<file path="config.mk">
export PLATFORM = sky130hd
export DESIGN_NAME = sync_length_checksum_deframer_flat
export DESIGN_NICKNAME = d
export VERILOG_FILES = /design/src/hw/rtl/slcd_pkg.sv /design/src/hw/rtl/slcd_if.sv /design/src/hw/rtl/sync_length_checksum_deframer.sv /design/src/flat_wrapper.sv
export SDC_FILE = /design/constraint.sdc
export NUM_CORES = 1
export LEC_CHECK = 0
export BUFFER_PORTS_ARGS = -buffer_cell sky130_fd_sc_hd__buf_2
export CORE_MARGIN = 8
export CORE_UTILIZATION = 62
export DETAILED_ROUTE_END_ITERATION = 10
export GPL_TIMING_DRIVEN = 0
export HOLD_SLACK_MARGIN = 0.08
export PLACE_DENSITY = 0.86
export SKIP_CTS_REPAIR_TIMING = 1
export SLEW_MARGIN = 10
export SYNTH_ARGS = -nofsm -noshare
export SYNTH_HDL_FRONTEND = slang
export SYNTH_SLANG_ARGS = --single-unit
</file>
<file path="constraint.sdc">
create_clock -name clock -period 8.05 [get_ports clock]
set_input_delay 0.805 -clock clock [delete_from_list [all_inputs] [get_ports clock]]
set_output_delay 0.805 -clock clock [all_outputs]
set_load 0.03 [all_outputs]
</file>
<file path="src/hw/rtl/slcd_pkg.sv">
// shared types and constants of the sync/length/checksum deframer
package slcd_pkg;

   localparam logic [7:0] SYNC_FIRST        = 8'hFF;
   localparam logic [7:0] SYNC_SECOND       = 8'h55;
   localparam logic [7:0] MAX_PAYLOAD_RESET = 8'd127;

   typedef enum logic [1:0] {
      PHASE_HUNT = 2'd0,
      PHASE_SYNC = 2'd1,
      PHASE_LEN  = 2'd2,
      PHASE_BODY = 2'd3
   } phase_type;

   typedef enum logic [1:0] {
      STATUS_GOOD      = 2'd0,
      STATUS_MISMATCH  = 2'd1,
      STATUS_ZERO_LEN  = 2'd2,
      STATUS_TOO_LONG  = 2'd3
   } status_type;

   typedef struct packed {
      logic       payload_valid;
      logic [7:0] payload_byte;
      logic [7:0] payload_index;
      logic       frame_done;
      status_type frame_status;
      logic [7:0] frame_payload_length;
      logic       in_frame;
   } rsp_type;

endpackage

</file>
<file path="src/hw/rtl/slcd_if.sv">
// channel interfaces of the deframer: received bytes, results, register write
interface slcd_req_if import slcd_pkg::*; ();
   logic       valid;
   logic       ready;
   logic [7:0] rx_byte;

   modport source (output valid, output rx_byte, input ready);
   modport sink   (input valid, input rx_byte, output ready);
endinterface

interface slcd_rsp_if import slcd_pkg::*; ();
   logic       valid;
   logic       ready;
   logic       payload_valid;
   logic [7:0] payload_byte;
   logic [7:0] payload_index;
   logic       frame_done;
   logic [1:0] frame_status;
   logic [7:0] frame_payload_length;
   logic       in_frame;

   modport source (output valid, output payload_valid, output payload_byte,
                   output payload_index, output frame_done, output frame_status,
                   output frame_payload_length, output in_frame, input ready);
   modport sink   (input valid, input payload_valid, input payload_byte,
                   input payload_index, input frame_done, input frame_status,
                   input frame_payload_length, input in_frame, output ready);
endinterface

interface slcd_csr_if import slcd_pkg::*; ();
   logic       valid;
   logic       ready;
   logic [7:0] max_payload;

   modport source (output valid, output max_payload, input ready);
   modport sink   (input valid, input max_payload, output ready);
endinterface

</file>
<file path="src/hw/rtl/sync_length_checksum_deframer.sv">
// top level of the sync/length/checksum deframer
//
// req_ch carries one received link byte per transaction. The parser hunts
// for the sync pair 0xFF 0x55, takes the next byte as the length (payload
// count plus one checksum byte), then streams the payload out with its index
// and checks the 8-bit additive sum (length plus payload) against the last
// byte. A zero length or a payload longer than max_payload aborts the frame.
// rsp_ch gives exactly one result transaction per received byte.
// csr_ch writes max_payload; it is always ready and should only be used
// while no byte is in flight.
// Each result is registered and appears in the cycle after its byte is accepted.
// Throughput: one byte per cycle while rsp_ch is ready, set by the single result register.
// The parser state updates in one step of small compare/add logic.
// Reset: parser back to hunting, result register empty, max_payload 127.
// Stall: while a result waits on rsp_ch, a new byte is accepted only in the
// cycle the waiting result is taken, so req_ch.ready follows rsp_ch.ready.
module sync_length_checksum_deframer import slcd_pkg::*; (
   input  logic      clock,
   input  logic      reset,
   slcd_req_if.sink   req_ch,
   slcd_rsp_if.source rsp_ch,
   slcd_csr_if.sink   csr_ch
);

   phase_type  phase_ff, phase_in;
   logic [7:0] count_ff, count_in;
   logic [7:0] length_ff, length_in;
   logic [7:0] sum_ff, sum_in;
   logic [7:0] max_payload_ff;
   logic       rsp_valid_ff;
   rsp_type    rsp_data_ff, rsp_data_in;

   logic       accept;
   logic [7:0] rx;
   logic [7:0] len_minus_one;
   logic [7:0] body_plen;

   assign req_ch.ready = !rsp_valid_ff || rsp_ch.ready;
   assign accept       = req_ch.valid && req_ch.ready;
   assign csr_ch.ready = 1'b1;
   assign rx           = req_ch.rx_byte;
   assign len_minus_one = rx - 8'd1;
   assign body_plen     = length_ff - 8'd1;

   always_ff @(posedge clock) begin
      if (reset) begin
         phase_ff       <= PHASE_HUNT;
         count_ff       <= '0;
         length_ff      <= '0;
         sum_ff         <= '0;
         max_payload_ff <= MAX_PAYLOAD_RESET;
         rsp_valid_ff   <= 1'b0;
      end else begin
         if (csr_ch.valid) begin
            max_payload_ff <= csr_ch.max_payload;
         end
         if (accept) begin
            phase_ff  <= phase_in;
            count_ff  <= count_in;
            length_ff <= length_in;
            sum_ff    <= sum_in;
         end
         if (accept) begin
            rsp_valid_ff <= 1'b1;
         end else if (rsp_ch.ready) begin
            rsp_valid_ff <= 1'b0;
         end
      end
   end

   always_ff @(posedge clock) begin
      if (accept) begin
         rsp_data_ff <= rsp_data_in;
      end
   end

   always_comb begin
      phase_in    = phase_ff;
      count_in    = count_ff;
      length_in   = length_ff;
      sum_in      = sum_ff;
      rsp_data_in = '0;
      unique case (phase_ff)
         PHASE_HUNT: begin
            if (rx == SYNC_FIRST) begin
               phase_in = PHASE_SYNC;
            end
         end
         PHASE_SYNC: begin
            priority if (rx == SYNC_FIRST) begin
               phase_in = PHASE_SYNC;
            end else if (rx == SYNC_SECOND) begin
               phase_in = PHASE_LEN;
            end else begin
               phase_in = PHASE_HUNT;
            end
         end
         PHASE_LEN: begin
            length_in = rx;
            count_in  = '0;
            sum_in    = rx;
            priority if (rx == 8'd0) begin
               rsp_data_in.frame_done   = 1'b1;
               rsp_data_in.frame_status = STATUS_ZERO_LEN;
               phase_in = PHASE_HUNT;
            end else if (len_minus_one > max_payload_ff) begin
               rsp_data_in.frame_done           = 1'b1;
               rsp_data_in.frame_status         = STATUS_TOO_LONG;
               rsp_data_in.frame_payload_length = len_minus_one;
               phase_in = PHASE_HUNT;
            end else begin
               phase_in = PHASE_BODY;
            end
         end
         PHASE_BODY: begin
            if (length_ff != 8'd0 && count_ff < body_plen) begin
               rsp_data_in.payload_valid = 1'b1;
               rsp_data_in.payload_byte  = rx;
               rsp_data_in.payload_index = count_ff;
               sum_in   = sum_ff + rx;
               count_in = count_ff + 8'd1;
            end else begin
               rsp_data_in.frame_done   = 1'b1;
               rsp_data_in.frame_status = (sum_ff == rx) ? STATUS_GOOD : STATUS_MISMATCH;
               rsp_data_in.frame_payload_length = (length_ff != 8'd0) ? body_plen : 8'd0;
               phase_in = PHASE_HUNT;
            end
         end
         default: begin
            phase_in = PHASE_HUNT;
         end
      endcase
      rsp_data_in.in_frame = (phase_in == PHASE_LEN) || (phase_in == PHASE_BODY);
   end

   assign rsp_ch.valid                = rsp_valid_ff;
   assign rsp_ch.payload_valid        = rsp_data_ff.payload_valid;
   assign rsp_ch.payload_byte         = rsp_data_ff.payload_byte;
   assign rsp_ch.payload_index        = rsp_data_ff.payload_index;
   assign rsp_ch.frame_done           = rsp_data_ff.frame_done;
   assign rsp_ch.frame_status         = rsp_data_ff.frame_status;
   assign rsp_ch.frame_payload_length = rsp_data_ff.frame_payload_length;
   assign rsp_ch.in_frame             = rsp_data_ff.in_frame;

endmodule

</file>
<file path="src/flat_wrapper.sv">
// flat-port wrapper written by rule: the top's interface ports become plain ports
module sync_length_checksum_deframer_flat import slcd_pkg::*;
  (clock, reset, req_ch_valid, req_ch_rx_byte, req_ch_ready, rsp_ch_valid, rsp_ch_payload_valid, rsp_ch_payload_byte, rsp_ch_payload_index, rsp_ch_frame_done, rsp_ch_frame_status, rsp_ch_frame_payload_length, rsp_ch_in_frame, rsp_ch_ready, csr_ch_valid, csr_ch_max_payload, csr_ch_ready);
  slcd_req_if req_ch_i ();
  slcd_rsp_if rsp_ch_i ();
  slcd_csr_if csr_ch_i ();
  input  logic clock;
  input  logic reset;
  input wire logic [$bits(req_ch_i.valid)-1:0] req_ch_valid;
  input wire logic [$bits(req_ch_i.rx_byte)-1:0] req_ch_rx_byte;
  output wire logic [$bits(req_ch_i.ready)-1:0] req_ch_ready;
  output wire logic [$bits(rsp_ch_i.valid)-1:0] rsp_ch_valid;
  output wire logic [$bits(rsp_ch_i.payload_valid)-1:0] rsp_ch_payload_valid;
  output wire logic [$bits(rsp_ch_i.payload_byte)-1:0] rsp_ch_payload_byte;
  output wire logic [$bits(rsp_ch_i.payload_index)-1:0] rsp_ch_payload_index;
  output wire logic [$bits(rsp_ch_i.frame_done)-1:0] rsp_ch_frame_done;
  output wire logic [$bits(rsp_ch_i.frame_status)-1:0] rsp_ch_frame_status;
  output wire logic [$bits(rsp_ch_i.frame_payload_length)-1:0] rsp_ch_frame_payload_length;
  output wire logic [$bits(rsp_ch_i.in_frame)-1:0] rsp_ch_in_frame;
  input wire logic [$bits(rsp_ch_i.ready)-1:0] rsp_ch_ready;
  input wire logic [$bits(csr_ch_i.valid)-1:0] csr_ch_valid;
  input wire logic [$bits(csr_ch_i.max_payload)-1:0] csr_ch_max_payload;
  output wire logic [$bits(csr_ch_i.ready)-1:0] csr_ch_ready;
  assign req_ch_i.valid = req_ch_valid;
  assign req_ch_i.rx_byte = req_ch_rx_byte;
  assign req_ch_ready = req_ch_i.ready;
  assign rsp_ch_valid = rsp_ch_i.valid;
  assign rsp_ch_payload_valid = rsp_ch_i.payload_valid;
  assign rsp_ch_payload_byte = rsp_ch_i.payload_byte;
  assign rsp_ch_payload_index = rsp_ch_i.payload_index;
  assign rsp_ch_frame_done = rsp_ch_i.frame_done;
  assign rsp_ch_frame_status = rsp_ch_i.frame_status;
  assign rsp_ch_frame_payload_length = rsp_ch_i.frame_payload_length;
  assign rsp_ch_in_frame = rsp_ch_i.in_frame;
  assign rsp_ch_i.ready = rsp_ch_ready;
  assign csr_ch_i.valid = csr_ch_valid;
  assign csr_ch_i.max_payload = csr_ch_max_payload;
  assign csr_ch_ready = csr_ch_i.ready;
  sync_length_checksum_deframer u_core (.clock(clock), .reset(reset), .req_ch(req_ch_i), .rsp_ch(rsp_ch_i), .csr_ch(csr_ch_i));
endmodule
</file>
==> results.py <==
metrics = {
    "outcome": {
        "status": "finished clean",
    },
    "grt": {
        "grt-ovfl-total": 0,
        "grt_pass1_wl_um": 14500,
        "gr-usage-all-layers_pct": 21.2,
        "grt_max_degree": 35,
        "grt_pass1_vias": 3083,
        "antenna_found_initial": 0,
    },
    "yosys": {
        "synth_flop_cell": "dfxtp_1",
        "synth_edf_count": 29,
        "yosysTopAreaCellShare_pct": 24.1,
        "ys_top_cells_by_count": "44 x nand2_1, 35 x dfxtp_1, 29 x edfxtp_1",
        "synth_top_family_by_area": "simple AND/OR/NAND/NOR gates",
        "synth.net_count": 437,
        "synth_xor_area_share_pct": 3.40,
        "syn_inst": 387,
        "yosys_warnings": 0,
        "synth_most_common_cell": "nand2_1",
        "yosys.area_share.simple_pct": 21.1,
        "ys_async_sr_fraction_pct": 0,
        "avgSynthCellArea_um2": 9.33,
        "ys_seq_area_share_pct": 43.5,
        "synth-compound-area-share_pct": 16.0,
        "ys_types": 53,
        "synth_area_leader_cell": "edfxtp_1",
        "ys_ff_latch": 64,
        "netlist_top_cells_area": "edfxtp_1 24%, dfxtp_1 19%, ha_1 9.7%, nand2_1 4.6%, a21oi_1 3.2%",
        "synth-adder-area-share_pct": 10.3,
        "syn_area_um2": 3610,
        "synthMuxAreaShare_pct": 1.11,
    },
    "worst_hold_path": {
        "hp-start": "u_core.length_ff[1]",
        "min_path_cells": 2,
        "hold_class": "reg -> reg",
        "worstHoldEndpoint": "u_core.length_ff[1]",
    },
    "worst_setup_path": {
        "cp-start-kind": "primary input",
        "criticalPathCategory": "in -> reg",
        "cp_num_buf_inv": 2,
        "critPathSlowestCell": "o21ai_0",
        "r2r_start": "u_core.length_ff[0]",
        "cp_common_cell": "a21o_1",
        "rrSetupSlack_ns": 4.95,
        "reg2regPathDepth": 14,
        "worstPathMaxFanout": 8,
        "max_stage_delay_ns": 0.44,
        "end_kind": "flop",
        "crit_chain": "buf_2, inv_1, nand3_1, nor2_1, xor2_1, ha_1, a21o_1, a21o_1, a21o_1, o21a_1, o21ai_0, o22ai_1",
        "worstPathRequired_ns": 8.12,
        "crit_family": "compound AO/OA/AOI/OAI gates",
        "arrival_ns": 3.42,
        "r2r-end": "u_core.rsp_ch.payload_byte[0]",
    },
    "drt": {
        "firstDrtPassIters": 4,
        "vias": 3090,
        "vias_per_cell": 5.90,
        "drt-initial-drc-count": 198,
        "ant_nets": 0,
        "drc": 0,
        "wire_per_inst_um": 16.3,
        "routed_wl_um": 8530,
    },
    "pwr": {
        "vdd_ir_drop_max_uv": 112,
        "p_leak_nw": 1.73,
        "power.density_nw_per_um2": 176,
    },
    "place": {
        "routabilityCongestion": 0.931,
        "port_buffers": 49,
        "dpl.hpwl_um": 6420,
        "place_area_um2": 3950,
        "pre_cts_ws_ns": 4.39,
    },
    "clock_tree": {
        "cts_root_buf": "clkbuf_8",
        "cts_buffers": 9,
        "clk_path_buf_depth": 2,
        "cts.sinks": 64,
        "htreeDepth": 3,
        "cts_tree": "done",
        "path_clk_slew_ns": 0.07,
        "insertion_delay_ns": 0.35,
    },
    "job": {
        "cap_violations": 0,
    },
    "sta": {
        "tightest_slew_ns": 0.779,
        "finalClockSkew_ns": 0.0141,
        "max_freq_ghz": 0.298,
        "min_period_over_period_pct": 41.7,
        "final_hold_viol_count": 0,
        "setup_viol": 0,
        "slew_headroom_pct": 48.1,
        "slew_violations": 0,
        "rsz0062_at_grt": "false",
        "setup_tns_ns": 0,
        "period_minus_slack_ns": 3.36,
        "setup_ws_ns": 4.69,
    },
    "die": {
        "dieArea_um2": 8520,
        "core-area_um2": 5570,
        "die_width_um": 92.3,
        "design.portCount": 53,
        "die_h_um": 92.3,
        "row_count": 27,
        "start_util_pct": 64.8,
    },
    "cells_and_area": {
        "area_growth_pct": 13.9,
        "n_antenna_cell": 0,
        "fin_area_um2": 4110,
        "fin_nets": 497,
        "drive_gt1_share_pct": 17.0,
    },
}
metal layers:
layer / GRT usage (%) / vias to the layer above / share of wire, %
met4: 12.9 / 0 / 3.0
met5: 0 / - / 0
li1: - / 1523 / -
met1: 26.1 / 1422 / 43
met2: 34.1 / 117 / 48
met3: 3.79 / 28 / 6.1
registers in the layout (all words and copies together) (netlist names):
name                                cells
u_core.phase_ff                         2
u_core.length_ff                        8
u_core.rsp_ch.payload_index             8
u_core.rsp_ch.payload_valid             1
u_core.sum_ff                           8
u_core.rsp_ch.payload_byte              8
u_core.rsp_ch.frame_done                1
u_core.rsp_ch.frame_status              2
u_core.count_ff                         8
u_core.rsp_ch.valid                     1
u_core.max_payload_ff                   8
u_core.rsp_ch.frame_payload_length      8
u_core.rsp_ch.in_frame                  1
how the worst max path moves through the flow:
stage | from | end | slack (ns) | cells past startpoint
floorplan | rsp_ch_ready | u_core.count_ff[7] | 5.02 | 6
global placement | req_ch_rx_byte[1] | u_core.rsp_ch.frame_status[0] | 4.56 | 12
detailed placement | req_ch_rx_byte[1] | u_core.rsp_ch.frame_payload_length[0] | 4.39 | 12
CTS | req_ch_rx_byte[1] | u_core.rsp_ch.frame_payload_length[0] | 4.75 | 12
global route | req_ch_rx_byte[1] | u_core.rsp_ch.frame_payload_length[0] | 4.49 | 12
finish | req_ch_rx_byte[1] | u_core.rsp_ch.frame_payload_length[0] | 4.69 | 12
through the flow:
| step | cells | utilization (%) | hold WS [ns] | total power [mW] |
|---|---|---|---|---|
| finish | 524 | 73.8 | 0.472 | 0.726 |
| detailed placement | 508 | 70.8 | 0.464 | 0.491 |
| global placement | 508 | 70.8 | 0.462 | 0.486 |
| global route | 524 | 73.8 | 0.514 | 0.756 |
| CTS | 524 | 73.8 | 0.474 | 0.727 |
| floorplan | 387 | - | 0.446 | 0.455 |
cells in the final DEF, fill, tap and decap left out, drive strengths merged, types with 2 or more instances in the layout:
master  instances
a211oi          4
a21o            4
a21oi          24
a31oi           2
and2           18
and3            2
and4            2
buf            54
clkbuf         26
clkinv          3
dfxtp          35
edfxtp         29
ha             28
inv            21
mux2i           4
nand2          44
nand2b          3
nand3          13
nand4           5
nor2           25
nor2b           4
nor3           13
nor4            6
o211ai         15
o21a            6
o21ai          18
o22ai           2
o31ai           6
or3             6
or4             3
xnor2           9
xor2            5
kinds of logic after synthesis:
kind of cell | Yosys count
compound gates | 89
xor+xnor | 14
fa+ha+maj | 29
buf+inv | 39
flops | 64
mux | 4
other cells | 1
simple gates | 147
cell type report:
class | instances | area [um2]
multi-input cells | 284 | 1880
flip-flops and latches | 64 | 1570
fillers | 428 | 1460
repair buffers | 49 | 245
clock buffers | 12 | 145
well taps | 72 | 90.1
plain buffers | 19 | 85.1
inverters | 20 | 75.1
clock inverters | 4 | 21.3
worst reg2reg max path: stages (launching register included):
cell and delay, ns:
dfxtp_1 0.35, inv_1 0.10, ha_1 0.19, nand2b_1 0.09, nor4_1 0.24, xnor2_1 0.21, ha_1 0.29, o21ai_0 0.15
nor2_1 0.11, nor3_1 0.23, and3_1 0.19, clkbuf_1 0.33, buf_2 0.26, inv_1 0.10, nor2_1 0.12
power breakdown:
group	switching, mW	internal [mW]
sequential	0.00652	0.355
combinational	0.0805	0.0434
clock	0.122	0.119
(Power assumes the default switching activity.)
